$ cat config.mk
export PLATFORM = sky130hd
export DESIGN_NAME = block_bitmap_allocator
export DESIGN_NICKNAME = d
export VERILOG_FILES = /design/src/hdl/bba_pkg.sv /design/src/hdl/bba_ctrl.sv /design/src/hdl/bba_dp.sv /design/src/hdl/block_bitmap_allocator.sv
export SDC_FILE = /design/constraint.sdc
export NUM_CORES = 2
export LEC_CHECK = 0
export BUFFER_PORTS_ARGS = -buffer_cell sky130_fd_sc_hd__buf_4
export CORE_AREA = 4 4 707 709
export DETAILED_ROUTE_END_ITERATION = 10
export DIE_AREA = 0 0 711 713
export PLACE_DENSITY = 0.47
export SYNTH_ARGS = -nofsm -noshare
export SYNTH_HDL_FRONTEND = slang
export SYNTH_HIERARCHICAL = 1
export SYNTH_SLANG_ARGS = --single-unit
$ cat constraint.sdc
create_clock -name clk -period 18.4 [get_ports clk]
set_input_delay 0.92 -clock clk [delete_from_list [all_inputs] [get_ports clk]]
set_output_delay 0.92 -clock clk [all_outputs]
set_load 0.02 [all_outputs]
$ cat src/hdl/bba_pkg.sv
// ----------------------------------------------------------------------------
// bba_pkg: shared definitions for the block bitmap allocator
// Field widths, status codes, controller/datapath command and status
// structs, and the first-set-bit search used by the scan.
// ----------------------------------------------------------------------------
package bba_pkg;

	localparam int BLK_W          = 12;   // block number width
	localparam int BIT_W          = 6;    // bit position inside a bitmap word
	localparam int WORD_W         = 64;   // bitmap word width
	localparam int TOTAL_W        = 13;   // total_blocks register width
	localparam int WCNT_W         = 7;    // word count, up to 64
	localparam int STAT_W         = 2;
	localparam int OUT_CAP        = 4096; // largest grantable range
	localparam int MAX_BLOCKS_DEF = 4096;

	localparam logic [TOTAL_W-1:0] TOTAL_RST = 13'd4096;

	localparam logic ACT_ALLOC = 1'b0;
	localparam logic ACT_FREE  = 1'b1;

	localparam logic [STAT_W-1:0] ST_OK          = 2'd0;
	localparam logic [STAT_W-1:0] ST_FULL        = 2'd1;
	localparam logic [STAT_W-1:0] ST_DOUBLE_FREE = 2'd2;
	localparam logic [STAT_W-1:0] ST_RANGE       = 2'd3;

	typedef struct packed {
		logic accept;     // request transaction taken this cycle
		logic scan_step;  // read next word, check the word read last cycle
		logic free_chk;   // check and clear the bit of a free request
		logic push;       // move the result into the output register
		logic clr_step;   // clear one bitmap word after reset
	} cmd_t;

	typedef struct packed {
		logic imm_done;   // incoming request resolves without the bitmap
		logic in_free;    // incoming request is a free
		logic scan_done;  // scan found a free block or ran out of words
		logic clr_last;   // clearing the last word
		logic out_busy;   // output register holds a result not yet taken
	} sts_t;

	// Lowest set bit of a 64-bit word: pick the first nonempty byte, then
	// the first set bit inside it.
	function automatic logic [BIT_W-1:0] first_one(input logic [WORD_W-1:0] v);
		logic [7:0] g_any;
		logic [2:0] g;
		logic [7:0] gv;
		logic [2:0] b;
		for (int i = 0; i < 8; i++) begin
			g_any[i] = |v[8*i +: 8];
		end
		g = '0;
		for (int i = 7; i >= 0; i--) begin
			if (g_any[i]) g = 3'(i);
		end
		gv = v[8*g +: 8];
		b = '0;
		for (int i = 7; i >= 0; i--) begin
			if (gv[i]) b = 3'(i);
		end
		return {g, b};
	endfunction

endpackage

$ cat src/hdl/bba_ctrl.sv
// ----------------------------------------------------------------------------
// bba_ctrl: sequencer of the block bitmap allocator
// Runs the clearing pass after reset, takes one request at a time and
// steps the datapath through the scan or the free check.
// ----------------------------------------------------------------------------
module bba_ctrl (
	input  logic           clk,
	input  logic           arst_n,
	input  logic           req_valid,
	output logic           req_stall,
	input  bba_pkg::sts_t  sts,
	output bba_pkg::cmd_t  cmd
);

	localparam logic [2:0] S_CLEAR = 3'd0;
	localparam logic [2:0] S_IDLE  = 3'd1;
	localparam logic [2:0] S_SCAN  = 3'd2;
	localparam logic [2:0] S_FREE  = 3'd3;
	localparam logic [2:0] S_DONE  = 3'd4;

	logic [2:0] state_q, state_d;

	always_ff @(posedge clk or negedge arst_n) begin
		if (!arst_n) begin
			state_q <= S_CLEAR;
		end else begin
			state_q <= state_d;
		end
	end

	always_comb begin
		state_d = state_q;
		cmd     = '0;
		case (state_q)
			S_CLEAR: begin
				cmd.clr_step = 1'b1;
				if (sts.clr_last) state_d = S_IDLE;
			end
			S_IDLE: begin
				if (req_valid) begin
					cmd.accept = 1'b1;
					if (sts.imm_done) begin
						state_d = S_DONE;
					end else if (sts.in_free) begin
						state_d = S_FREE;
					end else begin
						state_d = S_SCAN;
					end
				end
			end
			S_SCAN: begin
				cmd.scan_step = 1'b1;
				if (sts.scan_done) state_d = S_DONE;
			end
			S_FREE: begin
				cmd.free_chk = 1'b1;
				state_d      = S_DONE;
			end
			S_DONE: begin
				if (!sts.out_busy) begin
					cmd.push = 1'b1;
					state_d  = S_IDLE;
				end
			end
			default: begin
				state_d = S_IDLE;
			end
		endcase
	end

	assign req_stall = (state_q != S_IDLE);

endmodule

$ cat src/hdl/bba_dp.sv
// ----------------------------------------------------------------------------
// bba_dp: datapath of the block bitmap allocator
// Usage bitmap memory of 64-bit words, the limit logic, the word scan with
// first-free search, the free check and the output register.
// ----------------------------------------------------------------------------
module bba_dp #(
	parameter int MAX_BLOCKS = bba_pkg::MAX_BLOCKS_DEF
) (
	input  logic                        clk,
	input  logic                        arst_n,
	input  logic                        cfg_we,
	input  logic [bba_pkg::TOTAL_W-1:0] cfg_data,
	input  logic                        action,
	input  logic [bba_pkg::BLK_W-1:0]   block_number,
	input  logic                        rsp_stall,
	output logic                        rsp_valid,
	output logic [bba_pkg::BLK_W-1:0]   allocated_block,
	output logic [bba_pkg::STAT_W-1:0]  status,
	input  bba_pkg::cmd_t               cmd,
	output bba_pkg::sts_t               sts
);

	localparam int TW    = bba_pkg::TOTAL_W;
	localparam int BW    = bba_pkg::BLK_W;
	localparam int IW    = bba_pkg::BIT_W;
	localparam int WW    = bba_pkg::WORD_W;
	localparam int CW    = bba_pkg::WCNT_W;
	localparam int SW    = bba_pkg::STAT_W;
	localparam int WDW   = BW - IW;
	localparam int CAP_BLOCKS = (MAX_BLOCKS < bba_pkg::OUT_CAP) ? MAX_BLOCKS : bba_pkg::OUT_CAP;
	localparam int NWORDS     = (CAP_BLOCKS + WW - 1) / WW;
	localparam int AW         = (NWORDS > 1) ? $clog2(NWORDS) : 1;
	localparam logic [TW-1:0] CAP_LIM   = TW'(CAP_BLOCKS);
	localparam logic [AW-1:0] LAST_WORD = AW'(NWORDS - 1);

	logic [WW-1:0] mem [NWORDS];

	logic [TW-1:0] total_q, lim, lim_rnd;
	logic [CW-1:0] nwords, nw_m1;
	logic [AW-1:0] clr_ptr_q, rd_ptr_q, raddr, addr_s1, in_word, blk_word;
	logic [WW-1:0] rdata_s1, vmask, free_vec, wdata;
	logic          rvld_s1, word_full, word_edge, any_free, last_chk;
	logic [IW-1:0] free_idx;
	logic          found_we, free_we, free_bit, we;
	logic [AW-1:0] waddr;
	logic [BW-1:0] blk_q, res_blk_q, out_blk_q;
	logic [SW-1:0] res_st_q, out_st_q;
	logic          rsp_valid_q;

	// effective limit: register saturated to the storage and to 4096
	assign lim     = (total_q > CAP_LIM) ? CAP_LIM : total_q;
	assign lim_rnd = lim + TW'(WW - 1);
	assign nwords  = lim_rnd[TW-1:IW];
	assign nw_m1   = nwords - CW'(1);

	assign in_word  = block_number[IW +: AW];
	assign blk_word = blk_q[IW +: AW];
	assign raddr    = cmd.scan_step ? rd_ptr_q : in_word;

	// bits of the checked word that lie below the limit
	assign word_full = CW'(addr_s1) < lim[TW-1:IW];
	assign word_edge = CW'(addr_s1) == lim[TW-1:IW];
	always_comb begin
		for (int b = 0; b < WW; b++) begin
			vmask[b] = word_full || (word_edge && (IW'(b) < lim[IW-1:0]));
		end
	end

	assign free_vec = ~rdata_s1 & vmask;
	assign any_free = |free_vec;
	assign free_idx = bba_pkg::first_one(free_vec);
	assign last_chk = (addr_s1 == nw_m1[AW-1:0]);

	assign found_we = cmd.scan_step && rvld_s1 && any_free;
	assign free_bit = rdata_s1[blk_q[IW-1:0]];
	assign free_we  = cmd.free_chk && free_bit;

	always_comb begin
		we    = 1'b0;
		waddr = clr_ptr_q;
		wdata = '0;
		if (cmd.clr_step) begin
			we = 1'b1;
		end else if (found_we) begin
			we    = 1'b1;
			waddr = addr_s1;
			wdata = rdata_s1 | (WW'(1) << free_idx);
		end else if (free_we) begin
			we    = 1'b1;
			waddr = blk_word;
			wdata = rdata_s1 & ~(WW'(1) << blk_q[IW-1:0]);
		end
	end

	always_ff @(posedge clk) begin
		if (we) mem[waddr] <= wdata;
		rdata_s1 <= mem[raddr];
		addr_s1  <= raddr;
	end

	always_ff @(posedge clk or negedge arst_n) begin
		if (!arst_n) begin
			total_q     <= bba_pkg::TOTAL_RST;
			clr_ptr_q   <= '0;
			rd_ptr_q    <= '0;
			rvld_s1     <= 1'b0;
			rsp_valid_q <= 1'b0;
		end else begin
			if (cfg_we) total_q <= cfg_data;
			if (cmd.clr_step) clr_ptr_q <= clr_ptr_q + AW'(1);
			if (cmd.accept) begin
				rd_ptr_q <= '0;
			end else if (cmd.scan_step) begin
				rd_ptr_q <= rd_ptr_q + AW'(1);
			end
			// read data of a scan word lands in the cycle after its address
			rvld_s1 <= cmd.scan_step;
			if (cmd.push) begin
				rsp_valid_q <= 1'b1;
			end else if (!rsp_stall) begin
				rsp_valid_q <= 1'b0;
			end
		end
	end

	always_ff @(posedge clk) begin
		if (cmd.accept) blk_q <= block_number;
		if (cmd.accept) begin
			res_blk_q <= '0;
			res_st_q  <= (action == bba_pkg::ACT_FREE) ? bba_pkg::ST_RANGE : bba_pkg::ST_FULL;
		end else if (cmd.scan_step && rvld_s1) begin
			if (any_free) begin
				res_blk_q <= {WDW'(addr_s1), free_idx};
				res_st_q  <= bba_pkg::ST_OK;
			end else if (last_chk) begin
				res_blk_q <= '0;
				res_st_q  <= bba_pkg::ST_FULL;
			end
		end else if (cmd.free_chk) begin
			res_blk_q <= '0;
			res_st_q  <= free_bit ? bba_pkg::ST_OK : bba_pkg::ST_DOUBLE_FREE;
		end
		if (cmd.push) begin
			out_blk_q <= res_blk_q;
			out_st_q  <= res_st_q;
		end
	end

	assign sts.imm_done  = ((action == bba_pkg::ACT_ALLOC) && (lim == '0)) ||
	                       ((action == bba_pkg::ACT_FREE) && ({1'b0, block_number} >= lim));
	assign sts.in_free   = (action == bba_pkg::ACT_FREE);
	assign sts.scan_done = rvld_s1 && (any_free || last_chk);
	assign sts.clr_last  = (clr_ptr_q == LAST_WORD);
	assign sts.out_busy  = rsp_valid_q && rsp_stall;

	assign rsp_valid       = rsp_valid_q;
	assign allocated_block = out_blk_q;
	assign status          = out_st_q;

`ifndef NO_ASSERTIONS
	// clearing, granting and freeing never share the single write port
	a_wr_excl: assert property (@(posedge clk) disable iff (!arst_n)
		$onehot0({cmd.clr_step, found_we, free_we}))
		else $error("bitmap write port claimed twice");

	// a result is only moved while the output register can take it
	a_push_room: assert property (@(posedge clk) disable iff (!arst_n)
		cmd.push |-> !(rsp_valid_q && rsp_stall))
		else $error("result pushed over a waiting transaction");

	// a nonzero block number only goes out with a successful grant
	a_grant_ok: assert property (@(posedge clk) disable iff (!arst_n)
		(rsp_valid_q && (out_blk_q != '0)) |-> (out_st_q == bba_pkg::ST_OK))
		else $error("block number with a failure status");
`endif

endmodule

$ cat src/hdl/block_bitmap_allocator.sv
// ----------------------------------------------------------------------------
// block_bitmap_allocator: first-fit block allocator over a usage bitmap
// One bit per block, held in 64-bit words; allocate grants the lowest free
// block below the configured total, free clears a used block.
// ----------------------------------------------------------------------------
// Requests are handled one at a time. After reset the bitmap is cleared one
// word per cycle, with req_stall high. A free checks and clears its bit in
// the bitmap word, and its result then moves to the output register; an
// allocate reads one 64-bit bitmap word per cycle through the single memory
// read port until it finds a free block or has checked the last word below
// the limit. Out-of-range frees and allocates with a zero total are resolved
// without the bitmap. A finished result waits while a previous result is
// still held in the output register on rsp_stall.
// The next request is taken as soon as the result has moved to the output
// register, even while it waits on rsp_stall.
// cfg_data writes total_blocks; write it only while no request is in flight.
module block_bitmap_allocator #(
	parameter int MAX_BLOCKS = bba_pkg::MAX_BLOCKS_DEF
) (
	input  logic                        clk,
	input  logic                        arst_n,
	input  logic                        cfg_valid,
	output logic                        cfg_ready,
	input  logic [bba_pkg::TOTAL_W-1:0] cfg_data,
	input  logic                        req_valid,
	output logic                        req_stall,
	input  logic                        action,
	input  logic [bba_pkg::BLK_W-1:0]   block_number,
	output logic                        rsp_valid,
	input  logic                        rsp_stall,
	output logic [bba_pkg::BLK_W-1:0]   allocated_block,
	output logic [bba_pkg::STAT_W-1:0]  status
);

	bba_pkg::cmd_t cmd;
	bba_pkg::sts_t sts;

	assign cfg_ready = 1'b1;

	bba_ctrl u_ctrl (
		.clk       (clk),
		.arst_n    (arst_n),
		.req_valid (req_valid),
		.req_stall (req_stall),
		.sts       (sts),
		.cmd       (cmd)
	);

	bba_dp #(
		.MAX_BLOCKS (MAX_BLOCKS)
	) u_dp (
		.clk             (clk),
		.arst_n          (arst_n),
		.cfg_we          (cfg_valid),
		.cfg_data        (cfg_data),
		.action          (action),
		.block_number    (block_number),
		.rsp_stall       (rsp_stall),
		.rsp_valid       (rsp_valid),
		.allocated_block (allocated_block),
		.status          (status),
		.cmd             (cmd),
		.sts             (sts)
	);

endmodule
[Yosys cells after proc, flatten, opt, wreduce, memory -nomap -nowiden]
Memory sizes are Yosys's and may differ from the RTL's. A register that Yosys moved wholly into a read port is not among the register bits.
Cells that the tools add are included.
Storage, ports and cells
  memory bits (read-only): 0
  RAM bits: 4096
  word-level logic and storage cells: 323
  output and inout port bits: 17
  bits in latches: 0
  register bits: 76
  memories: 1
Operators by class
  shift-type cells: 3
  equal/unequal tests: 15
  reductions and logical operators: 154
  div/mod/pow operators: 0
  add/sub/neg operators: 4
  bitwise logic cells: 6
  $mul: 0
  muxes and demuxes: 60
  magnitude comparators: 68
Memory list
  u_dp.mem: depth 64, bits a word 64, read ports 1, clocked after Yosys merged registers in 1, wr ports 1, line bba_dp.sv:36  | logic [WW-1:0] mem [NWORDS];
Operator list (count)
  less-than comparator 6 bit, first input constant: 32
  two-way mux 64 bit: 3
  AND 64 bit: 2
  inverter 64 bit: 2
  << shifter 1 x 6 -> 64 bit, first input constant: 2
  less-than comparator 5 x 6 -> 1 bit, first input constant: 16
  logical AND 1 bit: 71
  logical OR 1 bit: 66
  OR 64 bit: 1
  OR reduction 64 bit: 1
  OR reduction 8 bit: 8
  indexed part select 64 x 7 -> 8 bit: 1
  two-way mux 3 bit: 21
  less-than comparator 4 x 6 -> 1 bit, first input constant: 8
  two-way mux 12 bit: 4
  two-way mux 6 bit: 6
  less-than comparator 3 x 6 -> 1 bit, first input constant: 4
  two-way mux 1 bit: 16
  case mux 3 bit (5 select lines): 1
  two-way mux 2 bit: 7
  >= comparator 12 x 13 -> 1 bit: 1
  > comparator 13 bit, second input constant: 1
  zero test 13 bit: 1
  two-way mux 13 bit: 1
  other kinds (24): 34

[Logic depth before layout (Yosys ltp)]
  depth in word-level cells: 28
  depth in mapped cells: 25
  mapped depth without buffers: 20

[Cells and area by module]
The synthesis kept the hierarchy.
By module, submodules not included
  bba_dp: area an instance 171761.0 µm², seq. area each 126157.2 µm², cells an instance 13669, instances 1
  bba_ctrl: area an instance 235.2 µm², seq. area each 75.1 µm², cells an instance 29, instances 1
  block_bitmap_allocator: area an instance 11.3 µm², seq. area each 0.0 µm², cells an instance 2, instances 1

[Worst setup path before layout]
No wires, ideal clock.
  kind: register to register
  start point: register u_dp.total_q[12]
  end point: memory u_dp/mem[0][3] (netlist name), data pin
  path buffers: 5
  cell stages (with the launch flop): 22
  setup time: 0.767 ns
  period minus slack after synthesis: 8.601 ns
  data required time: 17.633 ns
  arrival time: 7.834 ns
  setup slack: 9.799 ns
  cells stage by stage: dfstp_2 > buf_2 > buf_2 > clkbuf_1 > clkbuf_1 > nand2b_1 > ha_1 > and4b_1 > and2_1 > buf_4 > nand2_1 > o21ai_1 > a221o_1 > or4_4 > o32a_1 > a211oi_1 > a2111oi_0 > a41o_1 > or4_1 > o211ai_2 > nand2_2 > a311oi_1
On the way
  word-level cells in the longest chain between the ends: 28
RTL lines
  from (decl): line bba_dp.sv:38  | logic [TW-1:0] total_q, lim, lim_rnd;
  from (signal assigned): line bba_dp.sv:103  | total_q <= bba_pkg::TOTAL_RST;
  from (signal assigned): line bba_dp.sv:109  | if (cfg_we) total_q <= cfg_data;
  > comparator 13 bit: line bba_dp.sv:51  | assign lim = (total_q > CAP_LIM) ? CAP_LIM : total_q;
  two-way mux 13 bit *: line bba_dp.sv:51
  less-than comparator 6 bit / equality test 6 x 7 -> 1 bit (equally long branches): line bba_dp.sv:65, bba_dp.sv:62
  logical AND 1 bit: line bba_dp.sv:65  | vmask[b] = word_full || (word_edge && (IW'(b) < lim[IW-1:0]));
  logical OR 1 bit: line bba_dp.sv:65
  AND 64 bit *: line bba_dp.sv:69  | assign free_vec = ~rdata_s1 & vmask;
  OR reduction 8 bit: line bba_pkg.sv:51  | g_any[i] = |v[8*i +: 8];
  two-way mux 3 bit (8 in series): line bba_pkg.sv:55  | if (g_any[i]) g = 3'(i);
  indexed part select 64 x 7 -> 8 bit: line bba_pkg.sv:57  | gv = v[8*g +: 8];
  two-way mux 3 bit (8 in series): line bba_pkg.sv:60  | if (gv[i]) b = 3'(i);
  << shifter 1 x 6 -> 64 bit: line bba_dp.sv:87  | wdata = rdata_s1 | (WW'(1) << free_idx);
  OR 64 bit: line bba_dp.sv:87
  two-way mux 64 bit *: line bba_dp.sv:84  | end else if (found_we) begin
  two-way mux 64 bit *: line bba_dp.sv:82  | if (cmd.clr_step) begin
  named net u_dp.wdata[3]: line bba_dp.sv:41  | logic [WW-1:0] rdata_s1, vmask, free_vec, wdata;
  to (decl): line bba_dp.sv:36
The timed path passes the listed nets; every way through them passes the cells marked *.

[Worst setup path in the final report]
  start point: register u_dp.total_q[12]
  end point: memory u_dp/mem[29][22] (netlist name), enable pin
On the way
  word-level cells in the longest chain between the ends: 12
RTL lines
  > comparator 13 bit: line bba_dp.sv:51
  two-way mux 13 bit *: line bba_dp.sv:51
  less-than comparator 1 x 6 -> 1 bit, or another cell as far along: line bba_dp.sv:65
  logical AND 1 bit: line bba_dp.sv:65
  logical OR 1 bit: line bba_dp.sv:65
  AND 64 bit *: line bba_dp.sv:69
  OR reduction 64 bit *: line bba_dp.sv:70  | assign any_free = |free_vec;
  logical AND 1 bit *: line bba_dp.sv:74  | assign found_we = cmd.scan_step && rvld_s1 && any_free;
  two-way mux 1 bit: line bba_dp.sv:84
  two-way mux 1 bit: line bba_dp.sv:82
  two-way mux 1 bit: line bba_dp.sv:96  | if (we) mem[waddr] <= wdata;
  two-way mux 1 bit (implied by the code): line bba_dp.sv:96
Mark *: on every way between the ends. The rest lies on a longest branch, timed or not.

==> qor.yml <==
r2r_cells: 17
pre_cts_slack_ps: 8980
muxShareOfSynthArea_pct: 0.431
drtIter0Drc: 12400
via_count: 114000
synth_compound_area_share_pct: 6.15
syn-instance-count: 13700
synth_seq_cells: 4236
num_rows: 258
grt_use_total_pct: 22.5
gp_congestion: 0.907
fin_worst_skew_ps: 73.3
fin_ws_ps: 8600
cts_htree_levels: 5
crit_chain: "buf_4, nand2b_1, ha_1, and4b_1, and2_1, nand2_1, o21ai_0, o41ai_2, nand2_1, nor2_1, a31oi_4, a22oi_1, o21ai_1, nand3_1, nor2_4, buf_4, buf_4"
multi_input_area_um2: 43200
worst_pin_slew_ps: 1280
ir_worst_vdd_uv: 101
core-area_um2: 493000
grt-ovfl-total: 0
status: "complete, no violations"
root_buffer: "clkbuf_16"
routed_wl_mm: 588
antenna_found_initial: 31
worstSetupPathType: "reg2reg"
layout.nets: 13600
dieArea_um2: 507000
p_leak_uw: 0.0678
ant_nets: 0
clk_latency_ps: 1030
r2r_end: "u_dp/mem[29][22]"
synth_ff_type: "edfxtp_1"
grt.busiest_layer: "met2"
cp_max_fo: 41
use_met1_pct: 32.5
clk_pin_slew_ps: 60
crit_top_cell: "buf_4"
syn_to_final_growth_pct: 13.7
vias_per_cell: 5.55
synth_enable_flop_cells: 4124
cpMaxStageDelayCell: "nor2_4"
first_pass_iters: 6
synth-seq-area-share_pct: 73.4
num-fill-cells: 46400
grt_setup_unrepaired: "false"
synth-xor-area-share_pct: 0.127
crit_path_start_kind: "flip-flop"
hold_path_end: "u_dp/total_q[6]"
register_area_um2: 126000
finalSetupTns_ps: 0
drive_gt1_share_pct: 9.02
cts_resized: 0
dp_hpwl_mm: 321
relSlewSlack_pct: 14.6
arrival_ps: 10430
synth.cell_area_um2: 172000
finalMaxSlewViolations: 0
use_met2_pct: 35.3
drv_cap: 0
grt_max_degree: 153
endpoint_kind: "flip-flop"
synth_nets: 13800
holdCritPathClass: "in2reg"
setup_violations: 0
p_per_area_nw_per_um2: 127
clock-sinks: 4236
syn_area_per_cell_um2: 12.6
finalHoldViolations: 0
postCtsSetupRepairBufs: 0
cts_tree: "built"
cts_max_path_buffers: 4
port_buffers: 46
grt_pass1_vias: 107000
synth-simple-area-share_pct: 17.5
finalCritPeriodShare_pct: 53.3
ys_async_sr_fraction_pct: 0.708
synth_top_family_by_area: "simple AND/OR/NAND/NOR gates"
yosys_warnings: 6
cp.required_ps: 19020
r2r_start: "u_dp/total_q[12]"
max_stage_delay_ps: 1070
ys_types: 117
r2r_slack_ps: 8600
cts_buffers: 447
whs_path_depth: 2
wl_per_cell_um: 28.7
synth_fa_ha_area_share_pct: 0.138
worstHoldStart: "cfg_data[6]"
dieHeight_um: 713
hold_ws_ps: 128
die_w_um: 711
hold_buffers: 1
grt_use_met3_pct: 3.38
period_minus_slack_ps: 9800
route.detailed.drc: 0
io_pins: 48
grt_pass1_wl_mm: 833
start_util_pct: 34.9
timing.fmax_mhz: 102
-- layer usage --
| layer | part of all wire (%) | up-vias |
|---|---|---|
| met1 | 45 | 58600 |
| met3 | 6.5 | 744 |
| met2 | 46 | 3777 |
| met5 | 0.0044 | - |
| li1 | - | 50500 |
| met4 | 2.7 | 4 |
-- state kept, by name (all words and copies together) (netlist names), 2 cells and up --
signal                flops
u_ctrl/state_q            3
u_dp/addr_s1              6
u_dp/allocated_block     12
u_dp/blk_q               12
u_dp/clr_ptr_q            6
u_dp/mem               4096
u_dp/rd_ptr_q             6
u_dp/rdata_s1            64
u_dp/res_blk_q           12
u_dp/res_st_q             2
u_dp/status               2
u_dp/total_q             13
-- cell families (layout without fill, tap and decap cells) --
| group | count (synthesis) | in the layout |
|---|---|---|
| AND/OR/NAND/NOR | 6968 | 6968 |
| flip-flops | 4236 | 4236 |
| AO/OA/AOI/OAI | 1384 | 1384 |
| buffers and inverters | 1024 | 1277 |
| multiplexers | 46 | 46 |
| XOR/XNOR | 22 | 22 |
| adder cells (fa/ha/maj) | 19 | 19 |
| other | 1 | 14 |
-- power by group --
part	internal, uW	leakage (uW)	total, uW	switching (uW)
registers	11100	0.0439	11400	333
clock network	5050	0.00697	8890	3840
logic	988	0.0169	4560	3570
-- cells in the mapped netlist (all sizes together), types with 4 or more instances --
master / instances / share of area (%)
a22oi: 17 / 0.074
o21ai: 124 / 0.37
a2111oi: 7 / 0.051
ha: 19 / 0.14
or2: 8 / 0.029
mux2: 15 / 0.098
nand4: 22 / 0.080
o21bai: 5 / 0.024
o31a: 7 / 0.036
inv: 23 / 0.050
edfxtp: 4124 / 72
o211ai: 62 / 0.28
nand2: 4199 / 9.2
nand2b: 21 / 0.076
and2: 12 / 0.044
dfrtp: 29 / 0.42
a211oi: 20 / 0.11
clkbuf: 917 / 2.0
o32ai: 6 / 0.031
xnor2: 14 / 0.076
a221oi: 4 / 0.020
a21oi: 223 / 0.66
nor2: 176 / 0.39
a211o: 4 / 0.020
mux4: 21 / 0.27
a31oi: 83 / 0.31
buf: 83 / 0.22
mux2i: 10 / 0.058
nand3b: 16 / 0.070
and3: 264 / 0.96
xor2: 8 / 0.052
nor3: 90 / 0.26
dfxtp: 82 / 0.95
nand3: 2095 / 6.1
or4: 11 / 0.052
o22ai: 7 / 0.025
o41ai: 5 / 0.034
a311oi: 707 / 3.6
nor4: 8 / 0.054
nor2b: 13 / 0.047
a21o: 26 / 0.11
o21a: 10 / 0.044
or3: 16 / 0.064
o31ai: 25 / 0.11
-- area by class of cell --
| type | instances | area share (%) |
|---|---|---|
| sequential | 4236 | 64.6 |
| multi-input combinational | 8440 | 22.1 |
| timing repair buffer | 418 | 1.78 |
| clock inverter | 235 | 1.16 |
| inverter | 24 | 0.0601 |
| antenna | 13 | 0.0166 |
| tap | 6500 | 4.16 |
| clock buffer | 600 | 6.18 |
-- placed cells by master, fill, tap and decap left out, types with 29 or more instances in the layout --
cell type / instances
a21oi_1: 215
a311oi_1: 706
a31oi_1: 79
and3_1: 264
buf_4: 390
bufinv_16: 31
clkbuf_1: 124
clkbuf_16: 450
clkinv_1: 103
clkinv_2: 60
dfrtp_1: 29
dfxtp_1: 82
edfxtp_1: 4124
nand2_1: 4197
nand3_1: 2093
nor2_1: 108
nor2_4: 65
nor3_1: 87
o211ai_1: 60
o21ai_0: 80
-- stage by stage --
step / power (uW) / area (um2) / instances / util (%)
after floorplan: 13900 / 172000 / 13700 / -
after global placement: 16200 / 181000 / 19600 / 36.8
after detailed placement: 16200 / 181000 / 19600 / 36.8
after CTS: 25000 / 196000 / 20500 / 39.7
after global routing: 25800 / 196000 / 20500 / 39.7
final: 24900 / 196000 / 20500 / 39.7
-- how the worst max path moves through the flow --
stage | start | endpoint | slack (ps)
6_report | u_dp/total_q[12] | u_dp/mem[29][22] | 8600
5_1_grt | u_dp/total_q[12] | u_dp/mem[29][22] | 8190
4_1_cts | u_dp/total_q[12] | u_dp/mem[29][18] | 8890
3_5_place_dp | u_dp/total_q[12] | u_dp/mem[29][18] | 8980
3_3_place_gp | u_dp/total_q[12] | u_dp/mem[29][37] | 8730
2_1_floorplan | u_dp/total_q[12] | u_dp/mem[0][3] | 9800
-- critical path, delay by kind of cell, from the launching register on --
family                     cells  cell delay (ps)
AOI/OAI and AO/OA              5             2750
DFF                            1              510
adders and majority gates      1              170
buffers and inverters          3             1590
and+or+nand+nor                8             4250
(Power assumes the default switching activity.)
